$ cat src/hw/rtl/tll_pkg.sv
`timescale 1ns / 1ps
// tll_pkg: shared types, codes and the character classifier of the token lexer
// no dependencies; imported by every module of the lexer

package tll_pkg;

    // sizes
    localparam int NEST_BITS_DEF   = 8;
    localparam int QUEUE_DEPTH_DEF = 4;
    localparam int MAX_RES         = 4;
    localparam int CNT_W           = 3;
    localparam int IDX_W           = 2;

    // token kinds
    localparam logic [2:0] K_FEF   = 3'd0;
    localparam logic [2:0] K_INNER = 3'd1;
    localparam logic [2:0] K_TEXT  = 3'd2;
    localparam logic [2:0] K_GEN   = 3'd3;
    localparam logic [2:0] K_CHAR  = 3'd4;
    localparam logic [2:0] K_END   = 3'd5;
    localparam logic [2:0] K_COM   = 3'd6;
    localparam logic [2:0] K_COMNE = 3'd7;

    // character classes
    localparam logic [2:0] CLS_IGN = 3'd0;
    localparam logic [2:0] CLS_FEF = 3'd1;
    localparam logic [2:0] CLS_ALF = 3'd2;
    localparam logic [2:0] CLS_NUM = 3'd3;
    localparam logic [2:0] CLS_SEP = 3'd4;
    localparam logic [2:0] CLS_CHA = 3'd5;

    // special characters
    localparam logic [7:0] CH_STAR  = 8'h2A;
    localparam logic [7:0] CH_SLASH = 8'h2F;
    localparam logic [7:0] CH_GT    = 8'h3E;
    localparam logic [7:0] CH_BSL   = 8'h5C;
    localparam logic [7:0] CH_QUOTE = 8'h22;
    localparam logic [7:0] CH_LF    = 8'h0A;
    localparam logic [7:0] CH_FF    = 8'h0C;
    localparam logic [7:0] CH_SPACE = 8'h20;
    localparam logic [7:0] CH_CAN   = 8'h18;
    localparam logic [7:0] CH_DEL   = 8'h7F;

    // configuration register index
    localparam logic REG_START_IN_COMMENT = 1'b0;

    typedef struct packed {
        logic [7:0] data_byte;
        logic       end_of_message;
    } t_in_item;

    typedef struct packed {
        logic [2:0] token_kind;
        logic [7:0] value_byte;
        logic       byte_valid;
        logic       token_first;
        logic       token_done;
        logic       last_of_item;
    } t_out_item;

    // one result without its per-item flag
    typedef struct packed {
        logic [2:0] token_kind;
        logic [7:0] value_byte;
        logic       byte_valid;
        logic       token_first;
        logic       token_done;
    } t_res;

    // all results caused by one item
    typedef struct packed {
        t_res [MAX_RES-1:0] res;
        logic [CNT_W-1:0]   count;
    } t_group;

    function automatic t_res make_res(input logic [2:0] kind, input logic [7:0] vbyte,
                                      input logic valid, input logic first,
                                      input logic done);
        t_res r;
        r.token_kind  = kind;
        r.value_byte  = valid ? vbyte : 8'h00;
        r.byte_valid  = valid;
        r.token_first = first;
        r.token_done  = done;
        return r;
    endfunction

    // 128-entry class map, bytes above DEL ignored
    function automatic logic [2:0] char_class(input logic [7:0] c);
        logic [2:0] cls;
        if (c > CH_DEL) begin
            cls = CLS_IGN;
        end else if ((c >= 8'h09 && c <= 8'h0D) || c == CH_CAN || c == CH_SPACE) begin
            cls = CLS_FEF;
        end else if (c < CH_SPACE) begin
            cls = CLS_IGN;
        end else if (c == 8'h2C || c == 8'h3A || c == 8'h3B || c == 8'h3C || c == CH_GT) begin
            cls = CLS_SEP;
        end else if (c >= 8'h30 && c <= 8'h39) begin
            cls = CLS_NUM;
        end else if ((c >= 8'h41 && c <= 8'h5A) || (c >= 8'h61 && c <= 8'h7A)) begin
            cls = CLS_ALF;
        end else begin
            cls = CLS_CHA;
        end
        return cls;
    endfunction

endpackage

$ cat src/hw/rtl/tll_front.sv
`timescale 1ns / 1ps
// tll_front: classifies each accepted byte and runs the lexer state machine,
// producing the whole group of results of one item in the cycle it is accepted; uses tll_pkg

module tll_front
    import tll_pkg::*;
#(
    parameter int NEST_BITS = NEST_BITS_DEF
) (
    input  logic     i_clk,
    input  logic     i_rst_n,
    input  logic     i_accept,
    input  t_in_item i_item,
    input  logic     i_start_in_comment,
    output t_group   o_group,
    output logic     o_group_valid
);

    // lexer modes
    localparam logic [3:0] M_IDLE      = 4'd0;
    localparam logic [3:0] M_SLASH     = 4'd1;
    localparam logic [3:0] M_BSL       = 4'd2;
    localparam logic [3:0] M_FEF       = 4'd3;
    localparam logic [3:0] M_GEN       = 4'd4;
    localparam logic [3:0] M_TEXT      = 4'd5;
    localparam logic [3:0] M_TEXT_ESC  = 4'd6;
    localparam logic [3:0] M_TII       = 4'd7;
    localparam logic [3:0] M_TII_ESC   = 4'd8;
    localparam logic [3:0] M_INNER     = 4'd9;
    localparam logic [3:0] M_INNER_ESC = 4'd10;
    localparam logic [3:0] M_INNER_Q   = 4'd11;
    localparam logic [3:0] M_C_IN      = 4'd12;
    localparam logic [3:0] M_C_STAR    = 4'd13;
    localparam logic [3:0] M_C_SLASH   = 4'd14;
    localparam logic [3:0] M_C_NL      = 4'd15;

    localparam logic [NEST_BITS-1:0] DEPTH_ONE = NEST_BITS'(1);
    localparam logic [NEST_BITS-1:0] DEPTH_MAX = {NEST_BITS{1'b1}};

    logic [3:0]           r_mode, n_mode;
    logic [NEST_BITS-1:0] r_depth, n_depth;
    logic [7:0]           r_held, n_held;
    logic                 r_seen, n_seen;

    t_res [MAX_RES-1:0]   v_res;
    logic [CNT_W-1:0]     v_cnt;
    logic                 v_redo;
    logic                 v_take;
    logic                 v_slash_sp;
    logic                 v_ign;
    logic [7:0]           ch;
    logic [2:0]           cls;

    assign ch  = i_item.data_byte;
    assign cls = char_class(ch);

    // next-state and result group of the lexer
    always_comb begin
        n_mode     = r_mode;
        n_depth    = r_depth;
        n_held     = r_held;
        n_seen     = r_seen;
        v_res      = '0;
        v_cnt      = '0;
        v_redo     = 1'b0;
        v_take     = 1'b0;
        v_slash_sp = 1'b0;
        v_ign      = !i_item.end_of_message && (cls == CLS_IGN);

        // first token of a message may open as a comment
        if (!n_seen) begin
            n_seen = 1'b1;
            if (i_start_in_comment && n_mode == M_IDLE) begin
                v_res[v_cnt[IDX_W-1:0]] = make_res(K_COM, 8'h00, 1'b0, 1'b1, 1'b0);
                v_cnt   = v_cnt + CNT_W'(1);
                n_depth = DEPTH_ONE;
                n_held  = 8'h00;
                n_mode  = M_C_IN;
            end
        end

        if (i_item.end_of_message) begin
            // close the open token, then the end token
            case (n_mode)
                M_SLASH: begin
                    v_res[v_cnt[IDX_W-1:0]] = make_res(K_CHAR, CH_SLASH, 1'b1, 1'b1, 1'b1);
                    v_cnt = v_cnt + CNT_W'(1);
                end
                M_BSL: begin
                    v_res[v_cnt[IDX_W-1:0]] = make_res(K_CHAR, CH_BSL, 1'b1, 1'b1, 1'b1);
                    v_cnt = v_cnt + CNT_W'(1);
                end
                M_FEF: begin
                    v_res[v_cnt[IDX_W-1:0]] = make_res(K_FEF, 8'h00, 1'b0, 1'b0, 1'b1);
                    v_cnt = v_cnt + CNT_W'(1);
                end
                M_GEN: begin
                    v_res[v_cnt[IDX_W-1:0]] = make_res(K_GEN, 8'h00, 1'b0, 1'b0, 1'b1);
                    v_cnt = v_cnt + CNT_W'(1);
                end
                M_TEXT, M_TEXT_ESC, M_TII, M_TII_ESC: begin
                    v_res[v_cnt[IDX_W-1:0]] = make_res(K_TEXT, 8'h00, 1'b0, 1'b0, 1'b1);
                    v_cnt = v_cnt + CNT_W'(1);
                end
                M_INNER, M_INNER_ESC, M_INNER_Q: begin
                    v_res[v_cnt[IDX_W-1:0]] = make_res(K_INNER, 8'h00, 1'b0, 1'b0, 1'b1);
                    v_cnt = v_cnt + CNT_W'(1);
                end
                M_C_IN, M_C_STAR, M_C_SLASH, M_C_NL: begin
                    v_res[v_cnt[IDX_W-1:0]] = make_res(K_COM, 8'h00, 1'b0, 1'b0, 1'b1);
                    v_cnt = v_cnt + CNT_W'(1);
                end
                default: begin
                end
            endcase
            v_res[v_cnt[IDX_W-1:0]] = make_res(K_END, 8'h00, 1'b0, 1'b1, 1'b1);
            v_cnt   = v_cnt + CNT_W'(1);
            n_mode  = M_IDLE;
            n_depth = '0;
            n_held  = 8'h00;
            n_seen  = 1'b0;
        end else begin
            // data byte in the current mode
            case (n_mode)
                M_SLASH: begin
                    if (ch == CH_STAR) begin
                        v_res[v_cnt[IDX_W-1:0]] = make_res(K_COM, 8'h00, 1'b0, 1'b1, 1'b0);
                        v_cnt   = v_cnt + CNT_W'(1);
                        n_depth = DEPTH_ONE;
                        n_held  = 8'h00;
                        n_mode  = M_C_IN;
                    end else begin
                        v_res[v_cnt[IDX_W-1:0]] = make_res(K_CHAR, CH_SLASH, 1'b1, 1'b1, 1'b1);
                        v_cnt  = v_cnt + CNT_W'(1);
                        v_redo = 1'b1;
                    end
                end
                M_BSL: begin
                    if (ch == CH_QUOTE) begin
                        v_res[v_cnt[IDX_W-1:0]] = make_res(K_INNER, 8'h00, 1'b0, 1'b1, 1'b0);
                        v_cnt  = v_cnt + CNT_W'(1);
                        n_mode = M_INNER;
                    end else begin
                        v_res[v_cnt[IDX_W-1:0]] = make_res(K_CHAR, CH_BSL, 1'b1, 1'b1, 1'b1);
                        v_cnt  = v_cnt + CNT_W'(1);
                        v_redo = 1'b1;
                    end
                end
                M_FEF: begin
                    if (cls == CLS_FEF) begin
                        v_res[v_cnt[IDX_W-1:0]] = make_res(K_FEF, ch, 1'b1, 1'b0, 1'b0);
                        v_cnt = v_cnt + CNT_W'(1);
                    end else begin
                        v_res[v_cnt[IDX_W-1:0]] = make_res(K_FEF, 8'h00, 1'b0, 1'b0, 1'b1);
                        v_cnt  = v_cnt + CNT_W'(1);
                        v_redo = 1'b1;
                    end
                end
                M_GEN: begin
                    if (cls == CLS_ALF || cls == CLS_NUM || cls == CLS_CHA) begin
                        v_res[v_cnt[IDX_W-1:0]] = make_res(K_GEN, ch, 1'b1, 1'b0, 1'b0);
                        v_cnt = v_cnt + CNT_W'(1);
                    end else begin
                        v_res[v_cnt[IDX_W-1:0]] = make_res(K_GEN, 8'h00, 1'b0, 1'b0, 1'b1);
                        v_cnt  = v_cnt + CNT_W'(1);
                        v_redo = 1'b1;
                    end
                end
                M_TEXT: begin
                    if (ch == CH_QUOTE) begin
                        v_res[v_cnt[IDX_W-1:0]] = make_res(K_TEXT, 8'h00, 1'b0, 1'b0, 1'b1);
                        v_cnt  = v_cnt + CNT_W'(1);
                        n_mode = M_IDLE;
                    end else if (ch == CH_BSL) begin
                        n_mode = M_TEXT_ESC;
                    end else begin
                        v_res[v_cnt[IDX_W-1:0]] = make_res(K_TEXT, ch, 1'b1, 1'b0, 1'b0);
                        v_cnt = v_cnt + CNT_W'(1);
                    end
                end
                M_TEXT_ESC: begin
                    if (ch == CH_BSL) begin
                        v_res[v_cnt[IDX_W-1:0]] = make_res(K_TEXT, CH_BSL, 1'b1, 1'b0, 1'b0);
                        v_cnt  = v_cnt + CNT_W'(1);
                        n_mode = M_TEXT;
                    end else if (ch == CH_QUOTE) begin
                        v_res[v_cnt[IDX_W-1:0]] = make_res(K_TEXT, CH_BSL, 1'b1, 1'b0, 1'b0);
                        v_cnt = v_cnt + CNT_W'(1);
                        v_res[v_cnt[IDX_W-1:0]] = make_res(K_TEXT, CH_QUOTE, 1'b1, 1'b0, 1'b0);
                        v_cnt  = v_cnt + CNT_W'(1);
                        n_mode = M_TII;
                    end else begin
                        v_res[v_cnt[IDX_W-1:0]] = make_res(K_TEXT, CH_SPACE, 1'b1, 1'b0, 1'b0);
                        v_cnt  = v_cnt + CNT_W'(1);
                        n_mode = M_TEXT;
                    end
                end
                M_TII: begin
                    v_res[v_cnt[IDX_W-1:0]] = make_res(K_TEXT, ch, 1'b1, 1'b0, 1'b0);
                    v_cnt = v_cnt + CNT_W'(1);
                    if (ch == CH_BSL) begin
                        n_mode = M_TII_ESC;
                    end
                end
                M_TII_ESC: begin
                    v_res[v_cnt[IDX_W-1:0]] = make_res(K_TEXT, ch, 1'b1, 1'b0, 1'b0);
                    v_cnt = v_cnt + CNT_W'(1);
                    if (ch == CH_BSL) begin
                        n_mode = M_TII;
                    end else if (ch == CH_QUOTE) begin
                        n_mode = M_TEXT;
                    end else begin
                        // escaped ordinary byte shows twice
                        v_res[v_cnt[IDX_W-1:0]] = make_res(K_TEXT, ch, 1'b1, 1'b0, 1'b0);
                        v_cnt  = v_cnt + CNT_W'(1);
                        n_mode = M_TII;
                    end
                end
                M_INNER: begin
                    if (ch == CH_BSL) begin
                        n_mode = M_INNER_ESC;
                    end else if (ch == CH_QUOTE) begin
                        n_mode = M_INNER_Q;
                    end else begin
                        v_res[v_cnt[IDX_W-1:0]] = make_res(K_INNER, ch, 1'b1, 1'b0, 1'b0);
                        v_cnt = v_cnt + CNT_W'(1);
                    end
                end
                M_INNER_ESC: begin
                    if (ch == CH_BSL) begin
                        v_res[v_cnt[IDX_W-1:0]] = make_res(K_INNER, CH_BSL, 1'b1, 1'b0, 1'b0);
                        v_cnt  = v_cnt + CNT_W'(1);
                        n_mode = M_INNER;
                    end else if (ch == CH_QUOTE) begin
                        v_res[v_cnt[IDX_W-1:0]] = make_res(K_INNER, 8'h00, 1'b0, 1'b0, 1'b1);
                        v_cnt  = v_cnt + CNT_W'(1);
                        n_mode = M_IDLE;
                    end else begin
                        v_res[v_cnt[IDX_W-1:0]] = make_res(K_INNER, CH_SPACE, 1'b1, 1'b0, 1'b0);
                        v_cnt = v_cnt + CNT_W'(1);
                        v_res[v_cnt[IDX_W-1:0]] = make_res(K_INNER, ch, 1'b1, 1'b0, 1'b0);
                        v_cnt  = v_cnt + CNT_W'(1);
                        n_mode = M_INNER;
                    end
                end
                M_INNER_Q: begin
                    // doubled quote gives one quote, a lone quote drops this byte
                    if (ch == CH_QUOTE) begin
                        v_res[v_cnt[IDX_W-1:0]] = make_res(K_INNER, CH_QUOTE, 1'b1, 1'b0, 1'b0);
                        v_cnt = v_cnt + CNT_W'(1);
                    end
                    n_mode = M_INNER;
                end
                M_C_IN: begin
                    v_take     = 1'b1;
                    v_slash_sp = 1'b1;
                end
                M_C_STAR: begin
                    if (ch == CH_SLASH && n_depth != '0) begin
                        n_depth = n_depth - DEPTH_ONE;
                    end
                    if (ch == CH_SLASH && n_depth == '0) begin
                        v_res[v_cnt[IDX_W-1:0]] = make_res(K_COM, 8'h00, 1'b0, 1'b0, 1'b1);
                        v_cnt  = v_cnt + CNT_W'(1);
                        n_mode = M_IDLE;
                    end else begin
                        v_res[v_cnt[IDX_W-1:0]] = make_res(K_COM, n_held, 1'b1, 1'b0, 1'b0);
                        v_cnt  = v_cnt + CNT_W'(1);
                        v_take = 1'b1;
                    end
                end
                M_C_SLASH: begin
                    v_res[v_cnt[IDX_W-1:0]] = make_res(K_COM, n_held, 1'b1, 1'b0, 1'b0);
                    v_cnt = v_cnt + CNT_W'(1);
                    v_res[v_cnt[IDX_W-1:0]] = make_res(K_COM, ch, 1'b1, 1'b0, 1'b0);
                    v_cnt = v_cnt + CNT_W'(1);
                    if (ch == CH_STAR) begin
                        // nested comment opens, depth saturates
                        if (n_depth != DEPTH_MAX) begin
                            n_depth = n_depth + DEPTH_ONE;
                        end
                        n_mode = M_C_IN;
                    end else if (ch == CH_SLASH) begin
                        n_mode = M_C_SLASH;
                    end else begin
                        n_mode = M_C_IN;
                    end
                end
                M_C_NL: begin
                    if (ch == CH_GT) begin
                        v_res[v_cnt[IDX_W-1:0]] = make_res(K_COMNE, 8'h00, 1'b0, 1'b0, 1'b1);
                        v_cnt  = v_cnt + CNT_W'(1);
                        n_mode = M_IDLE;
                    end else begin
                        v_res[v_cnt[IDX_W-1:0]] = make_res(K_COM, n_held, 1'b1, 1'b0, 1'b0);
                        v_cnt  = v_cnt + CNT_W'(1);
                        v_take = 1'b1;
                    end
                end
                default: begin
                    v_redo = 1'b1;
                end
            endcase

            // byte starts a fresh token
            if (v_redo) begin
                if (cls == CLS_FEF) begin
                    v_res[v_cnt[IDX_W-1:0]] = make_res(K_FEF, ch, 1'b1, 1'b1, 1'b0);
                    v_cnt  = v_cnt + CNT_W'(1);
                    n_mode = M_FEF;
                end else if (cls == CLS_SEP) begin
                    v_res[v_cnt[IDX_W-1:0]] = make_res(K_CHAR, ch, 1'b1, 1'b1, 1'b1);
                    v_cnt  = v_cnt + CNT_W'(1);
                    n_mode = M_IDLE;
                end else if (ch == CH_QUOTE) begin
                    v_res[v_cnt[IDX_W-1:0]] = make_res(K_TEXT, 8'h00, 1'b0, 1'b1, 1'b0);
                    v_cnt  = v_cnt + CNT_W'(1);
                    n_mode = M_TEXT;
                end else if (ch == CH_SLASH) begin
                    n_mode = M_SLASH;
                end else if (ch == CH_BSL) begin
                    n_mode = M_BSL;
                end else begin
                    v_res[v_cnt[IDX_W-1:0]] = make_res(K_GEN, ch, 1'b1, 1'b1, 1'b0);
                    v_cnt  = v_cnt + CNT_W'(1);
                    n_mode = M_GEN;
                end
            end

            // byte inside a comment body
            if (v_take) begin
                if (ch == CH_STAR) begin
                    n_held = ch;
                    n_mode = M_C_STAR;
                end else if (v_slash_sp && ch == CH_SLASH) begin
                    n_held = ch;
                    n_mode = M_C_SLASH;
                end else if (ch == CH_LF || ch == CH_FF) begin
                    n_held = ch;
                    n_mode = M_C_NL;
                end else begin
                    v_res[v_cnt[IDX_W-1:0]] = make_res(K_COM, ch, 1'b1, 1'b0, 1'b0);
                    v_cnt  = v_cnt + CNT_W'(1);
                    n_mode = M_C_IN;
                end
            end
        end
    end

    // lexer state, held across ignored bytes
    always_ff @(posedge i_clk) begin
        if (!i_rst_n) begin
            r_mode  <= M_IDLE;
            r_depth <= '0;
            r_held  <= 8'h00;
            r_seen  <= 1'b0;
        end else if (i_accept && !v_ign) begin
            r_mode  <= n_mode;
            r_depth <= n_depth;
            r_held  <= n_held;
            r_seen  <= n_seen;
        end
    end

    assign o_group.res   = v_res;
    assign o_group.count = v_cnt;
    assign o_group_valid = i_accept && !v_ign && (v_cnt != '0);

endmodule

$ cat src/hw/rtl/tll_queue.sv
`timescale 1ns / 1ps
// tll_queue: short queue of result groups between the lexer front and the output side
// uses t_group from tll_pkg

module tll_queue
    import tll_pkg::*;
#(
    parameter int DEPTH = QUEUE_DEPTH_DEF
) (
    input  logic   i_clk,
    input  logic   i_rst_n,
    input  logic   i_wr,
    input  t_group i_wdata,
    input  logic   i_rd,
    output t_group o_rdata,
    output logic   o_empty,
    output logic   o_full
);

    localparam int PTR_W = $clog2(DEPTH);
    localparam int OCC_W = $clog2(DEPTH + 1);
    localparam logic [PTR_W-1:0] PTR_LAST = PTR_W'(DEPTH - 1);

    t_group             r_mem [DEPTH];
    logic [PTR_W-1:0]   r_wr_ptr, n_wr_ptr;
    logic [PTR_W-1:0]   r_rd_ptr, n_rd_ptr;
    logic [OCC_W-1:0]   r_occ, n_occ;
    logic               wr_en;
    logic               rd_en;

    assign wr_en = i_wr && !o_full;
    assign rd_en = i_rd && !o_empty;

    // pointer wrap and occupancy
    always_comb begin
        n_wr_ptr = r_wr_ptr;
        n_rd_ptr = r_rd_ptr;
        n_occ    = r_occ;
        if (wr_en) begin
            n_wr_ptr = (r_wr_ptr == PTR_LAST) ? '0 : r_wr_ptr + PTR_W'(1);
        end
        if (rd_en) begin
            n_rd_ptr = (r_rd_ptr == PTR_LAST) ? '0 : r_rd_ptr + PTR_W'(1);
        end
        if (wr_en && !rd_en) begin
            n_occ = r_occ + OCC_W'(1);
        end else if (rd_en && !wr_en) begin
            n_occ = r_occ - OCC_W'(1);
        end
    end

    always_ff @(posedge i_clk) begin
        if (!i_rst_n) begin
            r_wr_ptr <= '0;
            r_rd_ptr <= '0;
            r_occ    <= '0;
        end else begin
            r_wr_ptr <= n_wr_ptr;
            r_rd_ptr <= n_rd_ptr;
            r_occ    <= n_occ;
        end
    end

    // group storage
    always_ff @(posedge i_clk) begin
        if (wr_en) begin
            r_mem[r_wr_ptr] <= i_wdata;
        end
    end

    assign o_rdata = r_mem[r_rd_ptr];
    assign o_empty = (r_occ == '0);
    assign o_full  = (r_occ == OCC_W'(DEPTH));

endmodule

$ cat src/hw/rtl/tll_back.sv
`timescale 1ns / 1ps
// tll_back: walks the group at the queue head and presents its results one per transfer
// uses t_group and t_out_item from tll_pkg

module tll_back
    import tll_pkg::*;
(
    input  logic      i_clk,
    input  logic      i_rst_n,
    input  t_group    i_head,
    input  logic      i_head_empty,
    input  logic      i_pop,
    output t_out_item o_result,
    output logic      o_empty,
    output logic      o_head_done
);

    logic [IDX_W-1:0] r_sub;
    logic             sub_last;
    logic             take;
    t_res             cur;

    assign cur      = i_head.res[r_sub];
    assign sub_last = ((CNT_W'(r_sub) + CNT_W'(1)) == i_head.count);
    assign take     = i_pop && !i_head_empty;

    // index of the result within the head group
    always_ff @(posedge i_clk) begin
        if (!i_rst_n) begin
            r_sub <= '0;
        end else if (take) begin
            r_sub <= sub_last ? '0 : r_sub + IDX_W'(1);
        end
    end

    assign o_result.token_kind   = cur.token_kind;
    assign o_result.value_byte   = cur.value_byte;
    assign o_result.byte_valid   = cur.byte_valid;
    assign o_result.token_first  = cur.token_first;
    assign o_result.token_done   = cur.token_done;
    assign o_result.last_of_item = sub_last;
    assign o_empty               = i_head_empty;
    assign o_head_done           = take && sub_last;

endmodule

$ cat src/hw/rtl/tl1_token_lexer.sv
`timescale 1ns / 1ps
// tl1_token_lexer: streaming lexer top level, front classifier, group queue and output side
// depends on tll_pkg, tll_front, tll_queue and tll_back
//
//  channel   | handshake              | payload
//  ----------+------------------------+------------------------------------
//  input     | push / full            | i_data   (t_in_item)
//  result    | empty / pop            | o_result (t_out_item)
//  config    | psel penable pwrite    | paddr pwdata prdata, pready tied high
//
// an item is lexed in the cycle it is accepted; its result group is registered in the group queue
// one item per cycle while the group queue has room; the output side gives one result
// per cycle while results wait and pop is high, so an item with k results takes k result transfers
// full rises when the group queue (QUEUE_DEPTH groups) is occupied; ignored bytes take no slot
// synchronous reset clears the lexer state, the queue and start_in_comment

module tl1_token_lexer
    import tll_pkg::*;
#(
    parameter int NEST_BITS   = NEST_BITS_DEF,
    parameter int QUEUE_DEPTH = QUEUE_DEPTH_DEF
) (
    input  logic        i_clk,
    input  logic        i_rst_n,
    input  logic        push,
    input  t_in_item    i_data,
    output logic        full,
    output logic        empty,
    input  logic        pop,
    output t_out_item   o_result,
    input  logic        psel,
    input  logic        penable,
    input  logic        pwrite,
    input  logic [2:0]  paddr,
    input  logic [31:0] pwdata,
    output logic [31:0] prdata,
    output logic        pready
);

    logic   r_start_in_comment;
    logic   cfg_wr;
    logic   in_accept;
    logic   q_full;
    logic   q_empty;
    logic   grp_valid;
    logic   head_done;
    t_group grp;
    t_group head;

    // configuration register
    assign cfg_wr = psel && penable && pwrite && pready;

    always_ff @(posedge i_clk) begin
        if (!i_rst_n) begin
            r_start_in_comment <= 1'b0;
        end else if (cfg_wr && paddr[2] == REG_START_IN_COMMENT) begin
            r_start_in_comment <= pwdata[0];
        end
    end

    assign prdata = (paddr[2] == REG_START_IN_COMMENT) ? {31'd0, r_start_in_comment} : 32'd0;
    assign pready = 1'b1;

    // input transfer
    assign in_accept = push && !q_full;
    assign full      = q_full;

    tll_front #(
        .NEST_BITS (NEST_BITS)
    ) u_front (
        .i_clk              (i_clk),
        .i_rst_n            (i_rst_n),
        .i_accept           (in_accept),
        .i_item             (i_data),
        .i_start_in_comment (r_start_in_comment),
        .o_group            (grp),
        .o_group_valid      (grp_valid)
    );

    tll_queue #(
        .DEPTH (QUEUE_DEPTH)
    ) u_queue (
        .i_clk   (i_clk),
        .i_rst_n (i_rst_n),
        .i_wr    (grp_valid),
        .i_wdata (grp),
        .i_rd    (head_done),
        .o_rdata (head),
        .o_empty (q_empty),
        .o_full  (q_full)
    );

    tll_back u_back (
        .i_clk        (i_clk),
        .i_rst_n      (i_rst_n),
        .i_head       (head),
        .i_head_empty (q_empty),
        .i_pop        (pop),
        .o_result     (o_result),
        .o_empty      (empty),
        .o_head_done  (head_done)
    );

endmodule

$ cat config.mk
export PLATFORM = sky130hd
export DESIGN_NAME = tl1_token_lexer
export DESIGN_NICKNAME = d
export VERILOG_FILES = /design/src/hw/rtl/tll_pkg.sv /design/src/hw/rtl/tll_front.sv /design/src/hw/rtl/tll_queue.sv /design/src/hw/rtl/tll_back.sv /design/src/hw/rtl/tl1_token_lexer.sv
export SDC_FILE = /design/constraint.sdc
export NUM_CORES = 1
export LEC_CHECK = 0
export BUFFER_PORTS_ARGS = -buffer_cell sky130_fd_sc_hd__clkbuf_2
export CAP_MARGIN = 20
export CORE_MARGIN = 4
export CORE_UTILIZATION = 30
export DETAILED_ROUTE_END_ITERATION = 10
export MAX_ROUTING_LAYER = met4
export PLACE_DENSITY = 0.42
export SYNTH_ARGS = -nofsm -noshare
export SYNTH_HDL_FRONTEND = slang
export SYNTH_SLANG_ARGS = --single-unit
$ cat constraint.sdc
create_clock -name i_clk -period 17.22 [get_ports i_clk]
set_input_delay 3.444 -clock i_clk [delete_from_list [all_inputs] [get_ports i_clk]]
set_output_delay 3.444 -clock i_clk [all_outputs]
set_load 0.05 [all_outputs]
==> metrics.cfg <==
[outcome]
run_status = completed

[timing]
fin_crit_sh = 0.513
final-setup-viol-count = 0
final_number_of_max_transition_violations = 0
worst_clock_skew_ps = 14.7
max-slew-margin-rel = 0.265
setup_total_negative_slack_ps = 0
layout_min_cycle_time_ps = 8830
worstMarginPinSlew_ps = 1090
rsz0062_at_grt = false
report.final.hold_viol_count = 0
maxClockFrequency_mhz = 113
whs_ps = 483

[clock_tree]
cts_num_sinks = 269
cts_max_path_buffers = 3
postCtsHoldBufs = 0
buffers_inserted_by_post_cts_timing_repair = 0
insertion_delay_ps = 580
tritoncts = yes
htreeDepth = 1
clock-root-buffer = clkbuf_16
cts_resizes = 0
numCtsBuffers = 30
clkTransAtPathRegs_ps = 60

[yosys]
yosys_synthesis_warning_count = 0
netlist_instances = 1132
ys_async_sr_fraction = 0
yosys_register_bits = 269
yosys.cell_types.count = 94
edff_count_synth = 236
syn_avg_cell_area_um2 = 12.5
synth.yosys.seq_area_share = 0.548
synthFlopType = edfxtp_1
synth.cell_area_um2 = 14100

[layout]
drive_gt1_frac = 0.172
ff_latch_area_um2 = 7750
commonest_cells_after_routing_fill_and_taps_aside = edfxtp_1 (236), nand2_1 (96), nor2_1 (80)
area_growth_syn_to_layout_pct = 11.2
layout.cells.most_common = edfxtp_1
multi_input_area_um2 = 5850
nets_final = 1229
fill_cells = 4578
finalInstanceArea_um2 = 15700

[run]
cap_violations = 0

[detailed_routing]
detail_route.wirelength.met1_mm = 18.3
wl_per_cell_um = 22.7
wl_met3_mm = 2.29
drt-vias-per-instance = 5.32
route.detailed.drc = 0
detailroute.via_count = 9466
detailedRoute.firstPassIterationCount = 5
total_met2_wirelength_after_detailed_routing_mm = 19.0
route.top_layer_used = met4
drtAntennaViolNets = 0
drt_iter0_markers = 830
drt_wl_total_mm = 40.4

[floorplanning]
ioPinCount = 101
rows = 79
die_area_um2 = 50700
core_area_um2 = 46600
effective_utilization_at_floorplan = 0.304
die_boundary_width_um = 225
die_height_um = 225

[global_route]
globalRoute.totalOverflow = 0
grt_max_degree = 60
first_pass_grt_wire_length_mm = 61.5
antenna_found_initial = 3
first_global_vias = 9559
global_route.usage.total = 0.162

[worst_setup_path]
crit_path_max_fanout = 46
cp_top_family = simple AND/OR/NAND/NOR gates
crit_required_ps = 17420
crit_start = i_data[7]
max_stage_delay_ps = 670
rr_startpoint = u_front.r_mode[2]
worst_ep_arrival_time_ps = 9040
timing.critical_path.slowest_stage_cell = buf_4
worst_setup_path_start_kind = input pin
number_of_buffer_and_inverter_instances_along_the_worst_setup_path = 7
critPathCaptureType = register
timing.setup.critical_path_class = in2reg
cells_along_the_critical_path = clkbuf_2, nor3b_4, nand4b_1, buf_4, ha_1, nor2_1, o22ai_1, o221ai_1, a311o_1, ha_1, inv_1, a21boi_1, inv_1, ha_1, inv_1, ha_1, inv_1, a21boi_0, or2_1, a31oi_4, and2_2, buf_4

[power]
p_per_area_nw_per_um2 = 119
p_leak_uw = 0.00533
largest_vdd_supply_drop_mv = 0.0813

[place]
place_congestion = 0.887
postPlaceCellArea_um2 = 14800
io_buffers = 35
detailedPlacementHpwl_mm = 26.9

[min_path]
holdCritStartpoint = u_front.r_held[6]
min-delay-path-class = reg2reg

flip-flops by register name, indices dropped and copies added, names as in the netlist, named ones only:
name / cells
u_front.r_seen: 1
u_front.r_mode: 4
r_start_in_comment: 1
u_back.r_sub: 2
u_front.r_held: 8
u_queue.r_occ: 3
u_queue.r_wr_ptr: 2
u_queue.r_rd_ptr: 2
u_queue.r_mem: 236
u_front.r_depth: 8
where the power goes:
part / total, µW / internal, µW / switching, µW
registers: 800 / 778 / 22.6
clock network: 597 / 335 / 262
logic: 474 / 158 / 316
cell usage after synthesis (12+ instances only):
cell	instances	share of area
nor2b_1	24	0.011
a21oi_1	66	0.023
nand4_1	12	0.0053
o21ai_0	53	0.019
o21ai_1	12	0.0042
ha_1	31	0.027
dfxtp_1	33	0.047
mux4_2	73	0.12
nand2_1	96	0.025
nor3_1	24	0.0085
clkbuf_1	51	0.014
a31oi_1	16	0.0071
and2_1	20	0.0089
buf_4	35	0.019
nor2_1	80	0.021
inv_1	30	0.0080
edfxtp_1	236	0.50
nand3_1	24	0.0085
path summary, 6_finish.rpt:
path | cells after the start | to | slack (ps)
max | 22 | u_queue.r_mem[1][4] | 8390
min reg2reg | 1 | u_front.r_held[6] | 480
max reg2reg | 17 | u_queue.r_mem[1][4] | 10450
min | 1 | u_front.r_held[6] | 480
kinds of logic (layout without fill, tap and decap cells):
family	after synthesis	after routing	synth area share
fa+ha+maj	32	32	0.0289
buf+inv	134	142	0.0466
simple gates	349	349	0.127
compound gates	251	251	0.118
other cells	2	34	0.000531
mux	80	80	0.121
xor+xnor	15	15	0.00983
flops	269	269	0.548
final cells by class:
class / instances / share of cell area
Sequential cell: 269 / 0.493
Multi-Input combinational cell: 759 / 0.372
Clock buffer: 35 / 0.0489
Tap cell: 607 / 0.0483
Timing Repair Buffer: 55 / 0.0207
Clock inverter: 21 / 0.00963
Inverter: 31 / 0.00740
Antenna cell: 2 / 0.000318
routing by layer:
metal  GRT usage  up-vias
met5           -        -
met4      0.0332        0
met3      0.0285       62
met2       0.252      285
met1       0.226     4789
li1            -     4330
stage by stage:
step                setup slack [ps]  instances  total power, µW  utilization
global placement                7810       1721             1300        0.318
CTS                             8370       1777             1910        0.338
global route                    7910       1779             1970        0.338
floorplan                       8180       1162             1170            -
detailed placement              7750       1721             1300        0.318
finish                          8390       1779             1870        0.338
No activity file was read; power rests on OpenSTA's default activity.
